[src/rtl/core/wsm_pkg.sv]
// ----------------------------------------------------------------------------
// wsm_pkg
// Shared types, constants and weight tables of the wavelet signature scorer.
// ----------------------------------------------------------------------------
package wsm_pkg;

   localparam int NUM_CHANNELS          = 3;
   localparam int COEFS_PER_CHANNEL_DEF = 15;

   localparam int CHANNEL_W = 2;
   localparam int SLOT_W    = 4;
   localparam int VALUE_W   = 17;
   localparam int ID_W      = 20;
   localparam int SCORE_W   = 27;
   localparam int SUM_W     = 32;

   localparam logic signed [SUM_W-1:0]   SCORE_MIN    = -32'sd40000000;
   localparam logic signed [SUM_W-1:0]   SCORE_MAX    = 32'sd3000000;
   localparam logic signed [SCORE_W-1:0] THRESH_RESET = -27'sd306000;

   localparam logic CMD_LOAD  = 1'b0;
   localparam logic CMD_SCORE = 1'b1;

   localparam logic [CHANNEL_W-1:0] CH_Y = 2'd0;
   localparam logic [CHANNEL_W-1:0] CH_I = 2'd1;
   localparam logic [CHANNEL_W-1:0] CH_Q = 2'd2;

   typedef struct packed {
      logic                      valid;
      logic                      cmd;
      logic [CHANNEL_W-1:0]      channel;
      logic [SLOT_W-1:0]         slot;
      logic signed [VALUE_W-1:0] value;
      logic                      last;
      logic [ID_W-1:0]           candidate_id;
      logic                      found;
   } stage_type;

   // average weights, 1/255 units scaled by 25500
   function automatic logic [11:0] avg_weight(input logic [CHANNEL_W-1:0] ch);
      logic [11:0] w;
      case (ch)
         CH_Y:    w = 12'd500;
         CH_I:    w = 12'd1921;
         default: w = 12'd3437;
      endcase
      return w;
   endfunction

   function automatic logic [19:0] coef_weight(input logic [2:0] k,
                                               input logic [CHANNEL_W-1:0] ch);
      logic [19:0] w;
      case (k)
         3'd0: begin
            case (ch)
               CH_Y:    w = 20'd127500;
               CH_I:    w = 20'd489855;
               default: w = 20'd876435;
            endcase
         end
         3'd1: begin
            case (ch)
               CH_Y:    w = 20'd21165;
               CH_I:    w = 20'd32130;
               default: w = 20'd9180;
            endcase
         end
         3'd2: begin
            case (ch)
               CH_Y:    w = 20'd25755;
               CH_I:    w = 20'd11220;
               default: w = 20'd11475;
            endcase
         end
         3'd3: begin
            case (ch)
               CH_Y:    w = 20'd13260;
               CH_I:    w = 20'd13515;
               default: w = 20'd3570;
            endcase
         end
         3'd4: begin
            case (ch)
               CH_Y:    w = 20'd11985;
               CH_I:    w = 20'd7140;
               default: w = 20'd4590;
            endcase
         end
         default: begin
            case (ch)
               CH_Y:    w = 20'd7650;
               CH_I:    w = 20'd3570;
               default: w = 20'd6885;
            endcase
         end
      endcase
      return w;
   endfunction

endpackage

[src/rtl/core/wsm_intf.sv]
// ----------------------------------------------------------------------------
// wsm_req_if / wsm_rsp_if
// Valid/ready channels for signature elements and score results.
// ----------------------------------------------------------------------------
interface wsm_req_if
   import wsm_pkg::*;
   ();
   logic                      valid;
   logic                      ready;
   logic                      cmd;
   logic [CHANNEL_W-1:0]      channel;
   logic [SLOT_W-1:0]         slot;
   logic signed [VALUE_W-1:0] value;
   logic                      last;
   logic [ID_W-1:0]           candidate_id;

   modport source (output valid, cmd, channel, slot, value, last, candidate_id,
                   input ready);
   modport sink   (input valid, cmd, channel, slot, value, last, candidate_id,
                   output ready);
endinterface

interface wsm_rsp_if
   import wsm_pkg::*;
   ();
   logic                      valid;
   logic                      ready;
   logic [ID_W-1:0]           result_id;
   logic signed [SCORE_W-1:0] score;
   logic                      is_match;

   modport source (output valid, result_id, score, is_match, input ready);
   modport sink   (input valid, result_id, score, is_match, output ready);
endinterface

[src/rtl/core/wsm_coef_cell.sv]
// ----------------------------------------------------------------------------
// wsm_coef_cell
// One list position of the reference: holds that coefficient for all three
// channels, loads it or matches it as a transaction passes by.
// ----------------------------------------------------------------------------
module wsm_coef_cell
   import wsm_pkg::*;
#(
   parameter int COEFS_PER_CHANNEL = COEFS_PER_CHANNEL_DEF,
   parameter int CELL_IDX          = 0
) (
   input  logic      clock,
   input  logic      reset,
   input  logic      en,
   input  stage_type link_in,
   output stage_type link_out
);

   logic signed [VALUE_W-1:0] ref_ff [NUM_CHANNELS];
   logic signed [VALUE_W-1:0] ref_sel;
   stage_type                 link_ff;
   stage_type                 link_in_d;
   logic                      ch_ok;
   logic                      slot_hit;
   logic                      slot_coef;
   logic                      wr;
   logic                      hit;

   always_comb begin
      case (link_in.channel)
         CH_Y:    ref_sel = ref_ff[0];
         CH_I:    ref_sel = ref_ff[1];
         CH_Q:    ref_sel = ref_ff[2];
         default: ref_sel = '0;
      endcase
   end

   assign ch_ok     = (link_in.channel != 2'd3);
   assign slot_hit  = (int'(link_in.slot) == CELL_IDX + 1);
   assign slot_coef = (link_in.slot != '0) && (int'(link_in.slot) <= COEFS_PER_CHANNEL);
   assign wr        = en && link_in.valid && (link_in.cmd == CMD_LOAD) && ch_ok && slot_hit;
   assign hit       = link_in.valid && (link_in.cmd == CMD_SCORE) && ch_ok && slot_coef
                      && (link_in.value != '0) && (ref_sel == link_in.value);

   always_comb begin
      link_in_d       = link_in;
      link_in_d.found = link_in.found | hit;
   end

   always_ff @(posedge clock) begin
      if (reset) begin
         for (int c = 0; c < NUM_CHANNELS; c++) begin
            ref_ff[c] <= '0;
         end
      end else if (wr) begin
         case (link_in.channel)
            CH_Y:    ref_ff[0] <= link_in.value;
            CH_I:    ref_ff[1] <= link_in.value;
            default: ref_ff[2] <= link_in.value;
         endcase
      end
   end

   always_ff @(posedge clock) begin
      if (reset) begin
         link_ff.valid <= 1'b0;
      end else if (en) begin
         link_ff <= link_in_d;
      end
   end

   assign link_out = link_ff;

endmodule

[src/rtl/core/wsm_score_stage.sv]
// ----------------------------------------------------------------------------
// wsm_score_stage
// End of the chain: reference averages, score accumulator, threshold and
// the result register.
// ----------------------------------------------------------------------------
module wsm_score_stage
   import wsm_pkg::*;
#(
   parameter int COEFS_PER_CHANNEL = COEFS_PER_CHANNEL_DEF
) (
   input  logic                      clock,
   input  logic                      reset,
   input  stage_type                 link_in,
   input  logic                      csr_we,
   input  logic signed [SCORE_W-1:0] csr_wdata,
   output logic                      advance,
   wsm_rsp_if.source                 rsp
);

   logic signed [VALUE_W-1:0] avg_ff [NUM_CHANNELS];
   logic signed [SCORE_W-1:0] acc_ff;
   logic signed [SCORE_W-1:0] acc_in;
   logic signed [SCORE_W-1:0] thr_ff;
   logic                      out_valid_ff;
   logic [ID_W-1:0]           out_id_ff;
   logic signed [SCORE_W-1:0] out_score_ff;
   logic                      out_match_ff;

   logic signed [VALUE_W-1:0] avg_sel;
   logic                      usable;
   logic                      emit;
   logic                      take;
   logic signed [VALUE_W:0]   diff;
   logic [VALUE_W:0]          diff_mag;
   logic [VALUE_W+11:0]       avg_prod;
   logic [VALUE_W-1:0]        coef_mag;
   logic [7:0]                lo_b;
   logic [7:0]                hi_b;
   logic [7:0]                big_b;
   logic [2:0]                k;
   logic signed [SUM_W-1:0]   delta;
   logic signed [SUM_W-1:0]   sum;
   logic signed [SCORE_W-1:0] sum_sat;

   always_comb begin
      case (link_in.channel)
         CH_Y:    avg_sel = avg_ff[0];
         CH_I:    avg_sel = avg_ff[1];
         CH_Q:    avg_sel = avg_ff[2];
         default: avg_sel = '0;
      endcase
   end

   assign usable = (link_in.channel != 2'd3) && (int'(link_in.slot) <= COEFS_PER_CHANNEL);
   assign emit   = link_in.valid && (link_in.cmd == CMD_SCORE) && link_in.last;
   assign advance = !out_valid_ff || rsp.ready || !emit;
   assign take   = advance && link_in.valid;

   always_comb begin
      diff     = {link_in.value[VALUE_W-1], link_in.value} - {avg_sel[VALUE_W-1], avg_sel};
      diff_mag = diff[VALUE_W] ? VALUE_W'(1) + (VALUE_W+1)'(~diff) : diff;
      avg_prod = diff_mag * avg_weight(link_in.channel);
      coef_mag = link_in.value[VALUE_W-1] ? VALUE_W'(-link_in.value)
                                          : VALUE_W'(link_in.value);
      lo_b     = coef_mag[7:0];
      hi_b     = coef_mag[15:8];
      big_b    = (hi_b > lo_b) ? hi_b : lo_b;
      k        = (big_b > 8'd5) ? 3'd5 : big_b[2:0];

      delta = '0;
      if (link_in.cmd == CMD_SCORE && usable) begin
         if (link_in.slot == '0) begin
            delta = SUM_W'(avg_prod);
         end else if (link_in.found) begin
            delta = -SUM_W'(coef_weight(k, link_in.channel));
         end
      end
      sum = SUM_W'(acc_ff) + delta;
      if (sum < SCORE_MIN) begin
         sum_sat = SCORE_W'(SCORE_MIN);
      end else if (sum > SCORE_MAX) begin
         sum_sat = SCORE_W'(SCORE_MAX);
      end else begin
         sum_sat = SCORE_W'(sum);
      end
      acc_in = acc_ff;
      if (take && link_in.cmd == CMD_SCORE) begin
         acc_in = link_in.last ? '0 : sum_sat;
      end
   end

   always_ff @(posedge clock) begin
      if (reset) begin
         for (int c = 0; c < NUM_CHANNELS; c++) begin
            avg_ff[c] <= '0;
         end
      end else if (take && link_in.cmd == CMD_LOAD && usable && link_in.slot == '0) begin
         case (link_in.channel)
            CH_Y:    avg_ff[0] <= link_in.value;
            CH_I:    avg_ff[1] <= link_in.value;
            default: avg_ff[2] <= link_in.value;
         endcase
      end
   end

   always_ff @(posedge clock) begin
      if (reset) begin
         acc_ff       <= '0;
         thr_ff       <= THRESH_RESET;
         out_valid_ff <= 1'b0;
      end else begin
         acc_ff <= acc_in;
         if (csr_we) begin
            thr_ff <= csr_wdata;
         end
         if (take && emit) begin
            out_valid_ff <= 1'b1;
         end else if (rsp.ready) begin
            out_valid_ff <= 1'b0;
         end
      end
   end

   always_ff @(posedge clock) begin
      if (take && emit) begin
         out_id_ff    <= link_in.candidate_id;
         out_score_ff <= sum_sat;
         out_match_ff <= (sum_sat < thr_ff);
      end
   end

   assign rsp.valid     = out_valid_ff;
   assign rsp.result_id = out_id_ff;
   assign rsp.score     = out_score_ff;
   assign rsp.is_match  = out_match_ff;

   a_acc_range: assert property (@(posedge clock) disable iff (reset)
      (SUM_W'(acc_ff) >= SCORE_MIN) && (SUM_W'(acc_ff) <= SCORE_MAX))
      else $error("accumulator outside score range");

   a_clear_after_emit: assert property (@(posedge clock) disable iff (reset)
      (take && emit) |=> (acc_ff == '0))
      else $error("accumulator not cleared after result");

   a_emit_loads_out: assert property (@(posedge clock) disable iff (reset)
      (take && emit) |=> out_valid_ff)
      else $error("result not registered");

   a_stall_cause: assert property (@(posedge clock) disable iff (reset)
      !advance |-> (out_valid_ff && !rsp.ready && emit))
      else $error("chain stalled without a pending result");

endmodule

[src/rtl/core/wavelet_signature_match_score_unit.sv]
// ----------------------------------------------------------------------------
// wavelet_signature_match_score_unit
// Wavelet signature similarity scorer built as a chain of reference cells.
//
//   channel | dir | handshake     | payload
//   req     | in  | valid/ready   | cmd channel slot value last candidate_id
//   rsp     | out | valid/ready   | result_id score is_match
//   csr     | in  | we            | match_threshold
//
// One transaction per cycle while the chain is not held; a transaction walks one
// coefficient cell per cycle, then its result is registered. Synchronous reset
// clears the reference, the accumulator and sets the threshold to -306000. The
// chain holds only while a result is due at its end, the result register is
// still full and rsp.ready is low.
// ----------------------------------------------------------------------------
module wavelet_signature_match_score_unit
   import wsm_pkg::*;
#(
   parameter int COEFS_PER_CHANNEL = COEFS_PER_CHANNEL_DEF
) (
   input  logic                      clock,
   input  logic                      reset,
   wsm_req_if.sink                   req,
   wsm_rsp_if.source                 rsp,
   input  logic                      csr_we,
   input  logic signed [SCORE_W-1:0] csr_wdata
);

   stage_type link [COEFS_PER_CHANNEL+1];
   logic      advance;

   always_comb begin
      link[0].valid        = req.valid;
      link[0].cmd          = req.cmd;
      link[0].channel      = req.channel;
      link[0].slot         = req.slot;
      link[0].value        = req.value;
      link[0].last         = req.last;
      link[0].candidate_id = req.candidate_id;
      link[0].found        = 1'b0;
   end

   assign req.ready = advance;

   for (genvar i = 0; i < COEFS_PER_CHANNEL; i++) begin : g_cell
      wsm_coef_cell #(
         .COEFS_PER_CHANNEL(COEFS_PER_CHANNEL),
         .CELL_IDX         (i)
      ) u_cell (
         .clock   (clock),
         .reset   (reset),
         .en      (advance),
         .link_in (link[i]),
         .link_out(link[i+1])
      );
   end

   wsm_score_stage #(
      .COEFS_PER_CHANNEL(COEFS_PER_CHANNEL)
   ) u_score (
      .clock    (clock),
      .reset    (reset),
      .link_in  (link[COEFS_PER_CHANNEL]),
      .csr_we   (csr_we),
      .csr_wdata(csr_wdata),
      .advance  (advance),
      .rsp      (rsp)
   );

endmodule
[src/flat_wrapper.sv]
// flat-port wrapper written by rule: the top's interface ports become plain ports
module wavelet_signature_match_score_unit_flat import wsm_pkg::*;
#(
   parameter int COEFS_PER_CHANNEL = COEFS_PER_CHANNEL_DEF
)
  (clock, reset, csr_we, csr_wdata, req_valid, req_cmd, req_channel, req_slot, req_value, req_last, req_candidate_id, req_ready, rsp_valid, rsp_result_id, rsp_score, rsp_is_match, rsp_ready);
  wsm_req_if req_i ();
  wsm_rsp_if rsp_i ();
  input  logic clock;
  input  logic reset;
  input  logic csr_we;
  input  logic signed [SCORE_W-1:0] csr_wdata;
  input wire logic [$bits(req_i.valid)-1:0] req_valid;
  input wire logic [$bits(req_i.cmd)-1:0] req_cmd;
  input wire logic [$bits(req_i.channel)-1:0] req_channel;
  input wire logic [$bits(req_i.slot)-1:0] req_slot;
  input wire logic [$bits(req_i.value)-1:0] req_value;
  input wire logic [$bits(req_i.last)-1:0] req_last;
  input wire logic [$bits(req_i.candidate_id)-1:0] req_candidate_id;
  output wire logic [$bits(req_i.ready)-1:0] req_ready;
  output wire logic [$bits(rsp_i.valid)-1:0] rsp_valid;
  output wire logic [$bits(rsp_i.result_id)-1:0] rsp_result_id;
  output wire logic [$bits(rsp_i.score)-1:0] rsp_score;
  output wire logic [$bits(rsp_i.is_match)-1:0] rsp_is_match;
  input wire logic [$bits(rsp_i.ready)-1:0] rsp_ready;
  assign req_i.valid = req_valid;
  assign req_i.cmd = req_cmd;
  assign req_i.channel = req_channel;
  assign req_i.slot = req_slot;
  assign req_i.value = req_value;
  assign req_i.last = req_last;
  assign req_i.candidate_id = req_candidate_id;
  assign req_ready = req_i.ready;
  assign rsp_valid = rsp_i.valid;
  assign rsp_result_id = rsp_i.result_id;
  assign rsp_score = rsp_i.score;
  assign rsp_is_match = rsp_i.is_match;
  assign rsp_i.ready = rsp_ready;
  wavelet_signature_match_score_unit #(.COEFS_PER_CHANNEL(COEFS_PER_CHANNEL)) u_core (.clock(clock), .reset(reset), .req(req_i), .rsp(rsp_i), .csr_we(csr_we), .csr_wdata(csr_wdata));
endmodule
[config.mk]
export PLATFORM = sky130hd
export DESIGN_NAME = wavelet_signature_match_score_unit_flat
export DESIGN_NICKNAME = d
export VERILOG_FILES = /design/src/rtl/core/wsm_pkg.sv /design/src/rtl/core/wsm_intf.sv /design/src/rtl/core/wsm_coef_cell.sv /design/src/rtl/core/wsm_score_stage.sv /design/src/rtl/core/wavelet_signature_match_score_unit.sv /design/src/flat_wrapper.sv
export SDC_FILE = /design/constraint.sdc
export NUM_CORES = 2
export LEC_CHECK = 0
export BUFFER_PORTS_ARGS = -buffer_cell sky130_fd_sc_hd__buf_4
export CAP_MARGIN = 10
export CORE_MARGIN = 2
export CORE_UTILIZATION = 60
export CTS_CLUSTER_DIAMETER = 150
export DETAILED_ROUTE_END_ITERATION = 8
export PLACE_DENSITY = 0.77
export SYNTH_ARGS = -nofsm -noshare
export SYNTH_HDL_FRONTEND = slang
export SYNTH_SLANG_ARGS = --single-unit
[constraint.sdc]
create_clock -name clock -period 55.8 [get_ports clock]
set_clock_uncertainty 0.2 [all_clocks]
set_input_delay 5.58 -clock clock [delete_from_list [all_inputs] [get_ports clock]]
set_output_delay 5.58 -clock clock [all_outputs]
set_load 0.005 [all_outputs]
After elaboration in Yosys (flattened, before gate mapping)
Memory sizes are Yosys's and may differ from the RTL's.
Index checks and enable logic that the tools add are counted.
Widths: inputs -> output; s select.
Word-level totals
  flip-flop bits (word level): 808
  RAM bits: 816
  input bits: 77
  output and inout bits: 50
  logic and storage cells: 810
  memories kept: 16
Memories
  u_core.g_cell[0].u_cell.ref_ff: depth 3, bits a word 17, rd ports 3, clocked after memory_dff 0, wr ports 3, RTL line wsm_coef_cell.sv:19  | logic signed [VALUE_W-1:0] ref_ff [NUM_CHANNELS];
  u_core.g_cell[10].u_cell.ref_ff: depth 3, bits a word 17, rd ports 3, clocked after memory_dff 0, wr ports 3, RTL line wsm_coef_cell.sv:19
  u_core.g_cell[11].u_cell.ref_ff: depth 3, bits a word 17, rd ports 3, clocked after memory_dff 0, wr ports 3, RTL line wsm_coef_cell.sv:19
  u_core.g_cell[12].u_cell.ref_ff: depth 3, bits a word 17, rd ports 3, clocked after memory_dff 0, wr ports 3, RTL line wsm_coef_cell.sv:19
  u_core.g_cell[13].u_cell.ref_ff: depth 3, bits a word 17, rd ports 3, clocked after memory_dff 0, wr ports 3, RTL line wsm_coef_cell.sv:19
  u_core.g_cell[14].u_cell.ref_ff: depth 3, bits a word 17, rd ports 3, clocked after memory_dff 0, wr ports 3, RTL line wsm_coef_cell.sv:19
  +10 memories
Cells by class
  $add $sub $neg: 5
  $mul: 1
  order comparisons: 5
  eq/ne operators: 82
  mux-type cells: 281
  bitwise operators: 80
  reduce and logical (&&, ||, !) cells: 214
Operators with widths (number)
  $mux 17: 48
  $pmux 17 s3: 16
  $eq 17x17->1: 15
  $reduce_bool 17->1: 15
  $mux 1: 196
  $logic_and 1x1->1: 144
  $pmux 20 s5: 1
  $mux 32: 3
  $mux 27: 3
  $or 1x1->1: 62
  $mux 20: 3
  $pmux 15 s2: 2
  $reduce_bool 4->1: 15
  $pmux 14 s2: 2
  $pmux 20 s2: 1
  $add 27x32->32: 1
  $eq 2x1->1 const B: 16
  $eq 2x2->1 const B: 16
  $eq 4x4->1 const B: 8
  $gt 32x23->1 const B: 1
  $logic_not 2->1: 16
  $lt 32x27->1 const B: 1
  $ne 2x2->1 const B: 16
  $neg 20->32: 1
  28 further kinds: 66

Depth between registers and ports, before layout
  depth after elaboration: 20
  mapped depth: 66
  depth with buffers taken out: 62

Modules after synthesis
Synthesis repeated with hierarchy kept, for this count alone.
Unflattened totals
  cell total of the unflattened synthesis: 5136
  area, all modules: 73732.0 um^2
By module, submodules not included
  wsm_score_stage: times used 1, cells each 1857, area an instance 16726.0 um^2, sequential area each 4073.9 um^2
  wsm_coef_cell at u_core.g_cell[4].u_cell ...: times used 4, cells each 221, area an instance 3809.9 um^2, sequential area each 2932.8 um^2
  wsm_coef_cell at u_core.g_cell[11].u_cell ...: times used 2, cells each 226, area an instance 3818.7 um^2, sequential area each 2932.8 um^2
  wsm_coef_cell at u_core.g_cell[10].u_cell ...: times used 2, cells each 218, area an instance 3817.4 um^2, sequential area each 2932.8 um^2
  wsm_coef_cell at u_core.g_cell[12].u_cell ...: times used 2, cells each 219, area an instance 3816.2 um^2, sequential area each 2932.8 um^2
  wsm_coef_cell at u_core.g_cell[3].u_cell ...: times used 2, cells each 213, area an instance 3771.1 um^2, sequential area each 2932.8 um^2
  wsm_coef_cell at u_core.g_cell[0].u_cell ...: times used 2, cells each 212, area an instance 3769.9 um^2, sequential area each 2932.8 um^2
  wsm_coef_cell at u_core.g_cell[14].u_cell: times used 1, cells each 218, area an instance 3776.1 um^2, sequential area each 2932.8 um^2
  wavelet_signature_match_score_unit: times used 1, cells each 1, area an instance 3.8 um^2, sequential area each 0.0 um^2

Least setup slack after synthesis
No wires, ideal clock.
  path kind: input-to-reg
  from: input port rsp_ready
  to: memory u_core.g_cell[12].u_cell.ref_ff[0][0], enable pin
  setup time: 415 ps
  arrival time: 22343 ps
  required time: 55185 ps
  slack: 32843 ps
  cell stages on the path: 9
  path buffers: 1
  cell sequence: nand2b_1 nor2_1 clkinv_1 nand2_1 inv_1 and3_1 clkbuf_1 nand2_1 o21ai_0
RTL lines
  from (decl): RTL line flat_wrapper.sv:25  | input wire logic [$bits(rsp_i.ready)-1:0] rsp_ready;
  to (decl): RTL line wsm_coef_cell.sv:19

Final worst setup path
  from: register u_core.g_cell[14].u_cell.link_ff, in the netlist u_core.g_cell[14].u_cell.link_out[44]
  to: register u_core.u_score.out_match_ff (netlist: u_core.u_score.rsp.is_match), data pin
Between the ends
  cells in the longest elaborated chain, start to end: 15
  elaborated cells on any way between the ends: 32
  classes of those cells: add/sub: 4; mul: 1; order compare: 3; eq/ne: 3; mux: 18; bitwise: 1; reduce/logical: 2
Ends and longest elaborated chain
  from (decl): RTL line wsm_coef_cell.sv:21  | stage_type link_ff;
  from (signal assigned): RTL line wsm_coef_cell.sv:68  | link_ff <= link_in_d;
  parallel branches: the longest is 9 deep, another holds $mul 18x12->29
  $mux 32 (*): RTL line wsm_score_stage.sv:71  | if (link_in.cmd == CMD_SCORE && usable) begin
  $add 27x32->32 (*): RTL line wsm_score_stage.sv:78  | sum = SUM_W'(acc_ff) + delta;
  $gt 32x23->1: RTL line wsm_score_stage.sv:81  | end else if (sum > SCORE_MAX) begin
  $mux 27: RTL line wsm_score_stage.sv:81
  $mux 27 (*): RTL line wsm_score_stage.sv:79  | if (sum < SCORE_MIN) begin
  named net u_core.u_score.sum_sat[13]: RTL line wsm_score_stage.sv:43  | logic signed [SCORE_W-1:0] sum_sat;
  $lt 27x27->1 (*): RTL line wsm_score_stage.sv:128  | out_match_ff <= (sum_sat < thr_ff);
  to (signal assigned): RTL line wsm_score_stage.sv:128
  to (decl): RTL line wsm_score_stage.sv:27  | logic out_match_ff;
Mark *: on every way through the listed nets, which the timed path passes. The select of a mux whose other input is x is not followed.
A chain may end at the register's enable or synchronous reset.

==> impl_metrics.csv <==
group,metric,value,unit
synth,synth_edf_count,1554,
floorplan,core_region_area,0.1197,sq mm
worst_hold_path,hold_path.class,"register to register",
setup_path,path_delay_family,"compound AO/OA/AOI/OAI gates",
setup_path,cp_arrival,15.97,ns
setup_path,largest_fanout_on_the_critical_path,20,
placed_design,port-buffer-count,126,
sta,final-max-slew-violation-count,0,
clock_network,root_buffer,"clkbuf_16",
power,p_switching,0.001556,W
clock_network,cts_htree_levels,4,
cells_and_area,area.growth.synth_to_final,11.30,%
placed_design,setup_slack_after_placement,40.56,ns
route,drt-vias-per-instance,5.938,
setup_path,timing.critical_path.slowest_stage_cell,"edfxtp_1",
synth,synth_seq_area_share,66.61,%
synth,ys_top_cells_by_count,"1554 x edfxtp_1, 429 x nor2_1, 375 x a21oi_1, 316 x inv_1, 300 x and2_1",
synth,synthDominantAreaCellType,"edfxtp_1",
grt,via_count_of_the_first_global_routing_pass,42070,
grt,grt_first_pass_wirelength,240000,um
power,sequential_group_share_of_total_power,33.5,%
sta,setup_viol,0,
power,irDropWorstVdd,160.9,uV
synth,synth.area.top_cells,"edfxtp_1 65%, mux2i_1 4.1%, fa_1 4.0%",
clock_network,worst_setup_hold_path_clk_slew,0.06,ns
synth,mappedNetlistNets,5551,
sta,min_period_over_period,27.88,%
sta,worst_slack,40.25,ns
synth,avg_cell_area_syn,13.96,sq um
synth,postSynth.asyncResetShare,0,%
setup_path,worst_setup_path_start_kind,"register",
floorplan,die_height,350.8,um
route,detail_route.iter0.violations,4262,
power,power.switching_fraction,36.58,%
route,ant_nets,0,
setup_path,critical_path.max_stage_delay,0.88,ns
placed_design,finalWeightedCongestion,0.9096,
clock_network,cts_resized,0,
floorplan,io-pin-count,127,
grt,gr-usage-met1,34.58,%
synth,cell_with_the_most_instances_after_synthesis,"edfxtp_1",
sta,timing.final.hold_violations,0,
clock_network,tritoncts_num_sinks,1624,
clock_network,cts_setup_buffers,0,
grt,grt-busiest-layer,"met2",
synth,ys.flop_type,"edfxtp_1",
grt,number_of_antenna_violations_at_the_first_check_in_global_routing,0,
sta,timing_worst_slew_pin_value,1.205,ns
power,power.density_cell_area,52.97,mW/mm^2
power,p_leak,30.70,nW
setup_path,critPathCaptureType,"register",
sta,max-slew-margin-rel,19.37,%
cells_and_area,final_net_count,5752,
synth,mappedNetlistArea,0.07216,sq mm
synth,post_synth_inst_count,5169,
setup_path,critical_path_required,56.22,ns
clock_network,cts-root-to-sink-buffers,3,
power,power.clock.fraction,24.4,%
status,outcome,"finished, final reports clean",
setup_path,buffers_plus_inverters_on_the_worst_setup_path,6,
route,dr.pass1.iters,5,
floorplan,fp.dieArea,0.1231,sq mm
power,combPwrFrac,42.1,%
floorplan,die_w,350.8,um
setup_path,timing.critical_path.mode_cell,"a21o_1",
route,detail_route.drc_violations,0,
clock_network,cts_tree,"yes",
grt,grt_max_degree,198,
route,routed_wire_length_per_instance,21.84,um
synth,synth_top_cell_area_share,64.67,%
floorplan,row_count,127,
floorplan,floorplan.initialDensity,60.30,%
job,max-cap-violations,0,
clock_network,worstSkewPairLatency,0.77,ns
grt,groute.layer.met3.usage,3.776,%
grt,grt_usage,25.40,%
synth,yosys.cell_types.count,86,
synth,synth_seq_cells,1624,
setup_path,setup_crit_path_kind,"register to register",
cells_and_area,diodes,0,
grt,grt_overflow,0,
clock_network,tritoncts.num_buffers,157,
cells_and_area,post_route_cells_drive_above_1_share,8.800,%
sta,finalCriticalPeriod,15.55,ns
clock_network,cts-hold-fix-buffers,0,
sta,setup_repair_after_global_routing_missed_its_margin,"false",
power,power_report.internal_total,0.002698,W
cells_and_area,post_layout_nonfiller_instances,7112,
sta,max_freq,0.06429,GHz
route,dr_total_vias,42230,
sta,tns,0,ns
placed_design,post-dp-hpwl,101700,um
grt,global_route_met2_usage,42.02,%
route,detailed_route_wl,155300,um
placed_design,placed_cells,6821,
synth,synth_warnings,0,
-- worst paths after layout --
path                                    endpoint  cells after the start                             startpoint  slack [ns]
max                  u_core.u_score.rsp.is_match                     54  u_core.g_cell[14].u_cell.link_out[44]       40.25
max reg2reg          u_core.u_score.rsp.is_match                     54  u_core.g_cell[14].u_cell.link_out[44]       40.25
min reg2reg  u_core.g_cell[5].u_cell.link_out[4]                      0    u_core.g_cell[4].u_cell.link_out[4]        0.21
min          u_core.g_cell[5].u_cell.link_out[4]                      0    u_core.g_cell[4].u_cell.link_out[4]        0.21
-- power groups by stage --
stage	combinational (W)	sequential, W	clock (W)
2_1_floorplan	0.00131	0.00144	0
3_3_place_gp	0.00174	0.00144	0
3_5_place_dp	0.00175	0.00145	0
4_1_cts	0.00178	0.00142	0.00106
5_1_grt	0.00201	0.00143	0.00110
6_report	0.00179	0.00142	0.00104
-- cell usage in the layout (no fill, tap or decap), types with 17 or more instances in the layout --
master / synthesis / final
edfxtp_1: 1554 / 1554
nor2_1: 429 / 428
a21oi_1: 375 / 375
inv_1: 316 / 315
and2_1: 300 / 300
mux2i_1: 292 / 292
nand2_1: 223 / 223
buf_4: 2 / 213
xnor2_1: 197 / 197
ha_1: 162 / 162
clkbuf_16: 0 / 160
fa_1: 143 / 143
xor2_1: 142 / 142
nor4_1: 109 / 108
o21ai_0: 109 / 81
dfxtp_1: 70 / 70
nand4_1: 61 / 61
nor3_1: 62 / 60
nand3_1: 47 / 47
clkbuf_1: 128 / 40
o21ai_1: 15 / 35
a21o_1: 33 / 33
clkinv_1: 2 / 32
nand2b_1: 25 / 25
clkinv_2: 0 / 25
o211ai_1: 23 / 23
and3_1: 20 / 20
or3_1: 19 / 19
a211oi_1: 19 / 19
a31oi_1: 18 / 17
-- layer usage --
metal,vias to the layer above,part of all wire (%)
li1,19330,-
met1,21000,41
met2,1607,50
met3,301,6.3
met4,0,3.1
met5,-,0
-- area by class of cell --
type | count | area [sq um]
Inverter | 319 | 1206
Clock inverter | 89 | 913.4
Timing Repair Buffer | 215 | 1639
Fill cell | 8125 | 39350
Sequential cell | 1624 | 48070
Tap cell | 1612 | 2017
Multi-Input combinational cell | 3053 | 22310
Clock buffer | 200 | 4154
-- sequential cells by signal (all words and copies together) (netlist names) --
signal	flops
u_core.g_cell.u_cell.link_out	705
u_core.g_cell.u_cell.ref_ff	765
u_core.u_score.acc_ff	27
u_core.u_score.avg_ff	51
u_core.u_score.rsp.is_match	1
u_core.u_score.rsp.result_id	20
u_core.u_score.rsp.score	27
u_core.u_score.rsp.valid	1
u_core.u_score.thr_ff	27
-- cell families after synthesis --
logic type	synth area share, %
adder cells (fa/ha/maj)	6.776
multiplexers	4.066
AND/OR/NAND/NOR	9.402
XOR/XNOR	4.115
buffers and inverters	2.577
AO/OA/AOI/OAI	6.451
flip-flops	66.61
-- per-stage QoR --
| step | utilization, % | hold slack [ns] | area (sq um) | power (W) |
|---|---|---|---|---|
| 5_1_grt | 67.12 | 0.2102 | 80310 | 0.004533 |
| 4_1_cts | 67.10 | 0.2088 | 80290 | 0.004258 |
| 3_5_place_dp | 62.87 | 0.2045 | 75220 | 0.003202 |
| 2_1_floorplan | - | 0.2003 | 72160 | 0.002756 |
| 3_3_place_gp | 62.87 | 0.2002 | 75220 | 0.003188 |
| 6_report | 67.12 | 0.2114 | 80310 | 0.004254 |
Note: power is estimated with default switching activity, not from simulation.
